===== src/sv/aabb_pkg.sv =====
// ----------------------------------------------------------------------------
// aabb_pkg: shared types and constants of the contact event tracker
// Holds the transaction payloads, the event codes, the controller states and
// the command and status bundles between controller and datapath.
// ----------------------------------------------------------------------------
`timescale 1ns / 1ps
`default_nettype none

package aabb_pkg;

	localparam int ID_W              = 6;
	localparam int COORD_W           = 16;
	localparam int MAX_COLLIDERS_DEF = 64;

	typedef enum logic [1:0] {
		EV_NONE  = 2'd0,
		EV_ENTER = 2'd1,
		EV_STAY  = 2'd2,
		EV_EXIT  = 2'd3
	} contact_ev_t;

	typedef enum logic [1:0] {
		S_CLEAR,
		S_IDLE,
		S_EVAL
	} state_t;

	typedef struct packed {
		logic [ID_W-1:0]           left_id;
		logic [ID_W-1:0]           right_cid;
		logic signed [COORD_W-1:0] left_x;
		logic signed [COORD_W-1:0] left_y;
		logic [COORD_W-1:0]        left_w;
		logic [COORD_W-1:0]        left_h;
		logic signed [COORD_W-1:0] right_x;
		logic signed [COORD_W-1:0] right_y;
		logic [COORD_W-1:0]        right_w;
		logic [COORD_W-1:0]        right_h;
		logic                      either_dead;
		logic                      pair_active;
	} pair_t;

	typedef struct packed {
		contact_ev_t event_res;
		logic        overlap;
	} result_t;

	typedef struct packed {
		logic load_in;
		logic eval_fire;
		logic clear_wr;
	} cmd_t;

	typedef struct packed {
		logic clear_last;
		logic out_free;
	} stat_t;

endpackage

`default_nettype wire


===== src/sv/aabb_ctrl.sv =====
// ----------------------------------------------------------------------------
// aabb_ctrl: sequencing state machine of the contact event tracker
// Runs the clearing pass after reset, then accepts one transaction, lets the
// datapath evaluate it and returns to idle once the result is registered.
// ----------------------------------------------------------------------------
`timescale 1ns / 1ps
`default_nettype none

module aabb_ctrl (
	input  wire logic           clk,
	input  wire logic           arst_n,
	input  wire logic           pair_valid,
	output logic                pair_stall,
	input  wire aabb_pkg::stat_t stat,
	output aabb_pkg::cmd_t      cmd
);

	import aabb_pkg::*;

	state_t state_q;
	state_t state_d;

	always_ff @(posedge clk or negedge arst_n) begin
		if (!arst_n) begin
			state_q <= S_CLEAR;
		end else begin
			state_q <= state_d;
		end
	end

	always_comb begin
		state_d = state_q;
		unique case (state_q)
			S_CLEAR: begin
				if (stat.clear_last) begin
					state_d = S_IDLE;
				end
			end
			S_IDLE: begin
				if (pair_valid) begin
					state_d = S_EVAL;
				end
			end
			S_EVAL: begin
				if (stat.out_free) begin
					state_d = S_IDLE;
				end
			end
			default: begin
				state_d = S_CLEAR;
			end
		endcase
	end

	always_comb begin
		cmd        = '0;
		pair_stall = 1'b1;
		unique case (state_q)
			S_CLEAR: begin
				cmd.clear_wr = 1'b1;
			end
			S_IDLE: begin
				pair_stall  = 1'b0;
				cmd.load_in = pair_valid;
			end
			S_EVAL: begin
				cmd.eval_fire = stat.out_free;
			end
			default: begin
				cmd = '0;
			end
		endcase
	end

endmodule

`default_nettype wire


===== config.mk =====
export PLATFORM = sky130hd
export DESIGN_NAME = aabb_ctrl
export DESIGN_NICKNAME = d
export VERILOG_FILES = /design/src/sv/aabb_pkg.sv /design/src/sv/aabb_ctrl.sv
export SDC_FILE = /design/constraint.sdc
export NUM_CORES = 1
export LEC_CHECK = 0
export BUFFER_PORTS_ARGS = -buffer_cell sky130_fd_sc_hd__buf_2
export CAP_MARGIN = 20
export CORE_AREA = 2 2 39 41
export CTS_CLUSTER_DIAMETER = 80
export DETAILED_ROUTE_END_ITERATION = 7
export DIE_AREA = 0 0 41 43
export MAX_ROUTING_LAYER = met4
export SETUP_SLACK_MARGIN = 0.5
export SYNTH_ARGS = -nofsm -noshare
export SYNTH_HDL_FRONTEND = slang
export SYNTH_SLANG_ARGS = --single-unit

===== constraint.sdc =====
create_clock -name clk -period 1.2 [get_ports clk]
set_input_delay 0.06 -clock clk [delete_from_list [all_inputs] [get_ports clk]]
set_output_delay 0.06 -clock clk [all_outputs]
set_load 0.005 [all_outputs]

==> impl_metrics.toml, run 1 <==
[worst_setup_path]
rr_worst_depth = 4
cp-start-kind = "flop"
regToRegSetupSlack_ns = 0.18
reg2reg_from = "state_q[1]$_DFFE_PN0P_"
critPathMaxFanout = 6
slowest_stage = "dfrtp_2"
required_ns = 1.14
slowest_delay_ns = 0.43
crit_type = "reg -> out"
crit_start = "state_q[1]$_DFFE_PN0P_"
timing.rr.end = "state_q[0]$_DFFE_PN0P_"
path_cells = "and3b_1 -> buf_2"
cp_data_arrival_time_ns = 0.99
cp-end-kind = "output port"

[logic_synthesis]
ys_types = 9
synth-seq-cells = 2
postSynthCellCount = 11
synth_nets = 16
netlist_area_um2 = 109
yosysSeqAreaShare_pct = 46.0
avgSynthCellArea_um2 = 9.90
synth_warnings = 0

[sta]
grt_setup_unrepaired = "yes"
hold_viol = 0
fin_tns_setup_ns = 0
setup_viol = 0
fin_crit_sh_pct = 87.1
min_period_ns = 1.05
holdWs_ns = 0.0623
final_critical_path_setup_slack_ns = 0.155
slew_headroom_pct = 91.7
slew_violations = 0
finClkSkew_ns = 0.00489
fmax_ghz = 0.957
worst_pin_slew_ns = 0.121

[pwr]
cellLeakagePower_nw = 0.110
pwr_density_cell_nw_per_um2 = 2350
ir_drop_mv = 0.308

[die]
design.die.area_um2 = 1760
pin_count = 9
rows = 14
die_h_um = 43
core-area_um2 = 1380
start_util_pct = 7.87
die_w_um = 41

[min_path]
min_to = "state_q[0]$_DFFE_PN0P_"
min_path_cells = 2
hold_start = "pair_valid"
min_path_type = "in -> reg"

[drt]
drc = 0
post_drt_wl_per_cell_um = 7.80
drt-met1-wl_um = 120
drt_iter0_drc = 0
vias = 127
top_layer = "met3"
wl_um = 320
dr_wl_met2_um = 170
vias_per_cell = 3.10
route.met3.wl_um = 28
firstDrtPassIters = 1
antenna_left = 0

[cells_and_area]
nNetsFinal = 32
syn2layout_area_growth_pct = 108
regMostFlops = "state_q"
multiInputGateArea_um2 = 58.8
antenna_cells = 0
layout-drive-gt1-share_pct = 64.0
top_regs = "state_q x2"
fillers = 162
seqCellArea_um2 = 52.6
largest_reg_flops = 2

[global_routing]
grt_pass1_wl_um = 427
grt_max_degree = 7
grt_usage_pct = 4.62
grt_pass1_vias = 122
antenna_found_initial = 0
gr-total-overflow = 0

[cts]
clkTransAtPathRegs_ns = 0.03
clock_latency_ns = 0.22
cts_buffers = 3
tritoncts = "done"
clk_path_buf_depth = 2
cts_sinks = 2
cts_root_buffer = "clkbuf_4"
htree_num_levels = 1

[job]
maxCapViolCount = 0

[status]
status = "finished, final reports clean"

[placed_design]
dp_worst_setup_slack_ns = 0.249
place_congestion = 0.470
port_buffers = 8
==> per-stage QoR <==
stage / std cells / power [mW] / instance area (um2) / utilization (%)
final: 41 / 0.532 / 226 / 16.4
after floorplan: 11 / 0.232 / 109 / -
after global routing: 41 / 0.578 / 226 / 16.4
after CTS: 41 / 0.532 / 221 / 16.0
after global placement: 35 / 0.310 / 169 / 12.2
after detailed placement: 35 / 0.317 / 169 / 12.2
==> synthesized netlist by cell type <==
cell type,number,area share (%)
nor2_1,2,6.9
dfrtp_1,2,46
or2_1,1,5.8
and3b_1,1,8.0
mux2i_1,1,9.2
nand2b_2,1,8.0
nand2_1,1,3.4
o22ai_1,1,5.8
nor3b_1,1,6.9
==> per-layer routing <==
metal | up-vias | GRT usage (%)
met5 | - | -
met4 | 0 | 6.00
met3 | 0 | 4.71
met2 | 7 | 6.56
met1 | 54 | 1.91
li1 | 66 | -
==> critical path: cells and delay by family (launching register included) <==
| family | cells | cell delay (ns) |
|---|---|---|
| flops | 1 | 0.43 |
| simple gates | 1 | 0.22 |
| buf+inv | 1 | 0.11 |
==> cell families (layout without fill, tap and decap cells) <==
logic type	after synthesis	after routing	synth area share, %
compound gates	1	1	5.75
buf+inv	0	14	0
flops	2	2	46.0
mux	1	1	9.20
simple gates	7	7	39.1
==> timing repair <==
action | in CTS | in global routing
hold buffers | 1 | 0
endpoints found under the hold margin | 2 | 0
buffers inserted | 2 | 0
setup endpoints to repair | 6 | 6
pin swaps | 3 | 1
gates resized for setup | 2 | 2
==> cell usage in the layout, fill, tap and decap left out <==
cell type      instances
dfrtp_2                2
dlygate4sd3_1          1
and3b_1                1
buf_2                  8
nor3b_1                1
nand2_1                1
nor2_1                 2
o22ai_1                1
buf_6                  2
mux2i_1                1
clkbuf_4               3
nand2b_2               1
or2_1                  1
==> final cells by class <==
type                       count  share of cell area [%]
tap                           16                    8.84
timing repair buffer          11                    32.0
multi-input combinational      9                    26.0
sequential                     2                    23.2
clock buffer                   3                    9.94
==> where the power goes <==
part	internal, mW	switching, mW	leakage, nW
clock	0.110	0.0366	0.0138
combinational	0.153	0.0752	0.0737
sequential	0.106	0.0512	0.0227
total	0.369	0.163	0.110
==> how the worst max path moves through the flow <==
stage,depth (start not counted),endpoint,slack [ns]
after floorplan,2,state_q[1]$_DFFE_PN0P_,0.29
after global placement,2,state_q[1]$_DFFE_PN0P_,0.28
after detailed placement,2,state_q[1]$_DFFE_PN0P_,0.25
after CTS,2,cmd[2],0.15
after global routing,2,cmd[2],0.1
final,2,cmd[2],0.15
(Power assumes the default switching activity.)
==> run 2, diff against run 1 <==
--- a/config.mk
+++ b/config.mk
@@ -5,6 +5,7 @@
 export SDC_FILE = /design/constraint.sdc
 export NUM_CORES = 1
 export LEC_CHECK = 0
+export ABC_AREA = 1
 export BUFFER_PORTS_ARGS = -buffer_cell sky130_fd_sc_hd__buf_2
 export CAP_MARGIN = 20
 export CORE_AREA = 2 2 39 41
==> impl_metrics.toml, run 2 <==
[worst_setup_path]
cp_data_arrival_time_ns = 0.98
crit_type = "reg -> out"
cp-start-kind = "flop"
required_ns = 1.14
cp-end-kind = "output port"
critPathMaxFanout = 3

[cts]
clock_latency_ns = 0.23
clk_path_buf_depth = 2
tritoncts = "done"
clkTransAtPathRegs_ns = 0.03
htree_num_levels = 1
cts_root_buffer = "clkbuf_4"
cts_buffers = 3
cts_sinks = 2

[cells_and_area]
antenna_cells = 0
final_common_cell = "buf_2"
fin_area_um2 = 259
regMostFlops = "state_q"
syn2layout_area_growth_pct = 123
top_regs = "state_q x2"
largest_reg_flops = 2
layout-drive-gt1-share_pct = 66.7
layout_common_cells = "buf_2 (8), inv_1 (3), clkbuf_4 (3), buf_4 (3), nand2_1 (2)"
nNetsFinal = 40

[global_routing]
grt_usage_pct = 6.15
grt_pass1_vias = 166
grt_max_degree = 5
grt_pass1_wl_um = 607
gr-total-overflow = 0
antenna_found_initial = 0

[job]
maxCapViolCount = 0

[drt]
wl_um = 379
post_drt_wl_per_cell_um = 7.73
vias = 163
antenna_left = 0
vias_per_cell = 3.33
drc = 0
firstDrtPassIters = 2
drt_iter0_drc = 1

[die]
pin_count = 9
die_w_um = 41
start_util_pct = 8.41
core-area_um2 = 1380
design.die.area_um2 = 1760
die_h_um = 43
rows = 14

[status]
status = "finished, final reports clean"

[logic_synthesis]
netlist_area_um2 = 116
ys_types = 10
synth_edf_count = 0
synth.most_common_cell = "inv_1"
yosysSeqAreaShare_pct = 43.0
postSynthCellCount = 17
synth-seq-cells = 2
synth_area_leaders = "dfrtp_1 (43%), inv_1 (13%), nand2_1 (9.7%)"
post-synth-top-area-fraction_pct = 43.0
synthTopCellsByCount = "inv_1 (4), nand2_1 (3), dfrtp_1 (2), nand3_1 (2)"
avgSynthCellArea_um2 = 6.84
yosys.area.top_type = "dfrtp_1"
synth_nets = 22
synth_ff_type = "dfrtp_1"
synth_warnings = 0
synthArstFlopShare_pct = 100

[pwr]
cellLeakagePower_nw = 0.140
pwr_density_cell_nw_per_um2 = 2470
ir_drop_mv = 0.449

[min_path]
min_path_type = "in -> reg"

[sta]
fin_crit_sh_pct = 86.5
slew_headroom_pct = 91.7
worst_pin_slew_ns = 0.124
grt_setup_unrepaired = "yes"
finClkSkew_ns = 0.00275
slew_violations = 0
hold_viol = 0
min_period_ns = 1.04
fin_tns_setup_ns = 0
fmax_ghz = 0.963
setup_viol = 0

[placed_design]
place_congestion = 0.507
hpwlAfterDp_um = 231
postPlaceCellArea_um2 = 176
port_buffers = 8
-- run 2: cell types whose count changed in the layout (fill, tap and decap cells not counted), sizes merged, moves of 2 or more --
cell   before  now
inv         0    5
nand2       1    3
nand3       0    2
buf        10   12
-- run 2: power by group --
| group | internal (mW) | total, mW | switching [mW] |
|---|---|---|---|
| sequential | 0.105 | 0.148 | 0.0431 |
| combinational | 0.188 | 0.339 | 0.151 |
| clock | 0.111 | 0.153 | 0.0421 |
| total | 0.403 | 0.640 | 0.237 |
-- run 2: critical path, stage by stage, from the launching register on --
cell	delay, ns
dfrtp_1	0.39
inv_2	0.09
nand2_2	0.06
nor2_1	0.09
buf_2	0.12
-- run 2: cell families (layout without fill, tap and decap cells) --
kind of cell           Yosys count  in the layout  share of synthesized area, %
and+or+nand+nor                  9              9                          36.6
buffers and inverters            5             21                          16.1
DFF                              2              2                          43.0
AOI/OAI and AO/OA                1              1                          4.30
-- run 2: final cells by class --
| class | instances | area, um2 |
|---|---|---|
| Clock buffer | 3 | 22.5 |
| Multi-Input combinational cell | 10 | 60.1 |
| Tap cell | 16 | 20.0 |
| Fill cell | 155 | 1120 |
| Inverter | 5 | 21.3 |
| Timing Repair Buffer | 13 | 83.8 |
| Sequential cell | 2 | 51.3 |
-- run 2: routing by layer --
layer  vias up  share of wire (%)  GRT usage, %
li1         88                  -             -
met1        68                 40          4.46
met2         7                 52          7.81
met3         0                7.1          3.14
met4         0                  0          10.0
met5         -                  0             -
-- run 2: worst paths after layout --
check / start / slack (ns) / cells after the start / to
min reg2reg: state_q[1]$_DFFE_PN0P_ / 0.62 / 3 / state_q[1]$_DFFE_PN0P_
max in group asynchronous: arst_n / 0.95 / 2 / state_q[0]$_DFFE_PN0P_
max reg2reg: state_q[1]$_DFFE_PN0P_ / 0.27 / 5 / state_q[0]$_DFFE_PN0P_
max: state_q[1]$_DFFE_PN0P_ / 0.16 / 4 / cmd[2]
min: pair_valid / 0.14 / 3 / state_q[1]$_DFFE_PN0P_
min in group asynchronous: arst_n / 0.15 / 2 / state_q[0]$_DFFE_PN0P_
-- run 2: timing repair --
action,in CTS,in global routing
gates resized for setup,5,2
pin swaps,4,2
hold buffers,1,0
hold endpoints to repair,2,0
setup buffers,3,1
endpoints found under the setup margin,6,6
-- run 2: per-stage QoR --
| step | total power, mW | util [%] | worst slack, ns | hold WS [ns] | cells |
|---|---|---|---|---|---|
| after global routing | 0.698 | 18.7 | 0.0999 | 0.162 | 49 |
| after CTS | 0.609 | 17.9 | 0.145 | 0.129 | 48 |
| after floorplan | 0.252 | - | 0.402 | -0.236 | 17 |
| after detailed placement | 0.335 | 12.7 | 0.352 | -0.153 | 41 |
| after global placement | 0.333 | 12.7 | 0.360 | -0.155 | 41 |
| final | 0.640 | 18.7 | 0.162 | 0.139 | 49 |
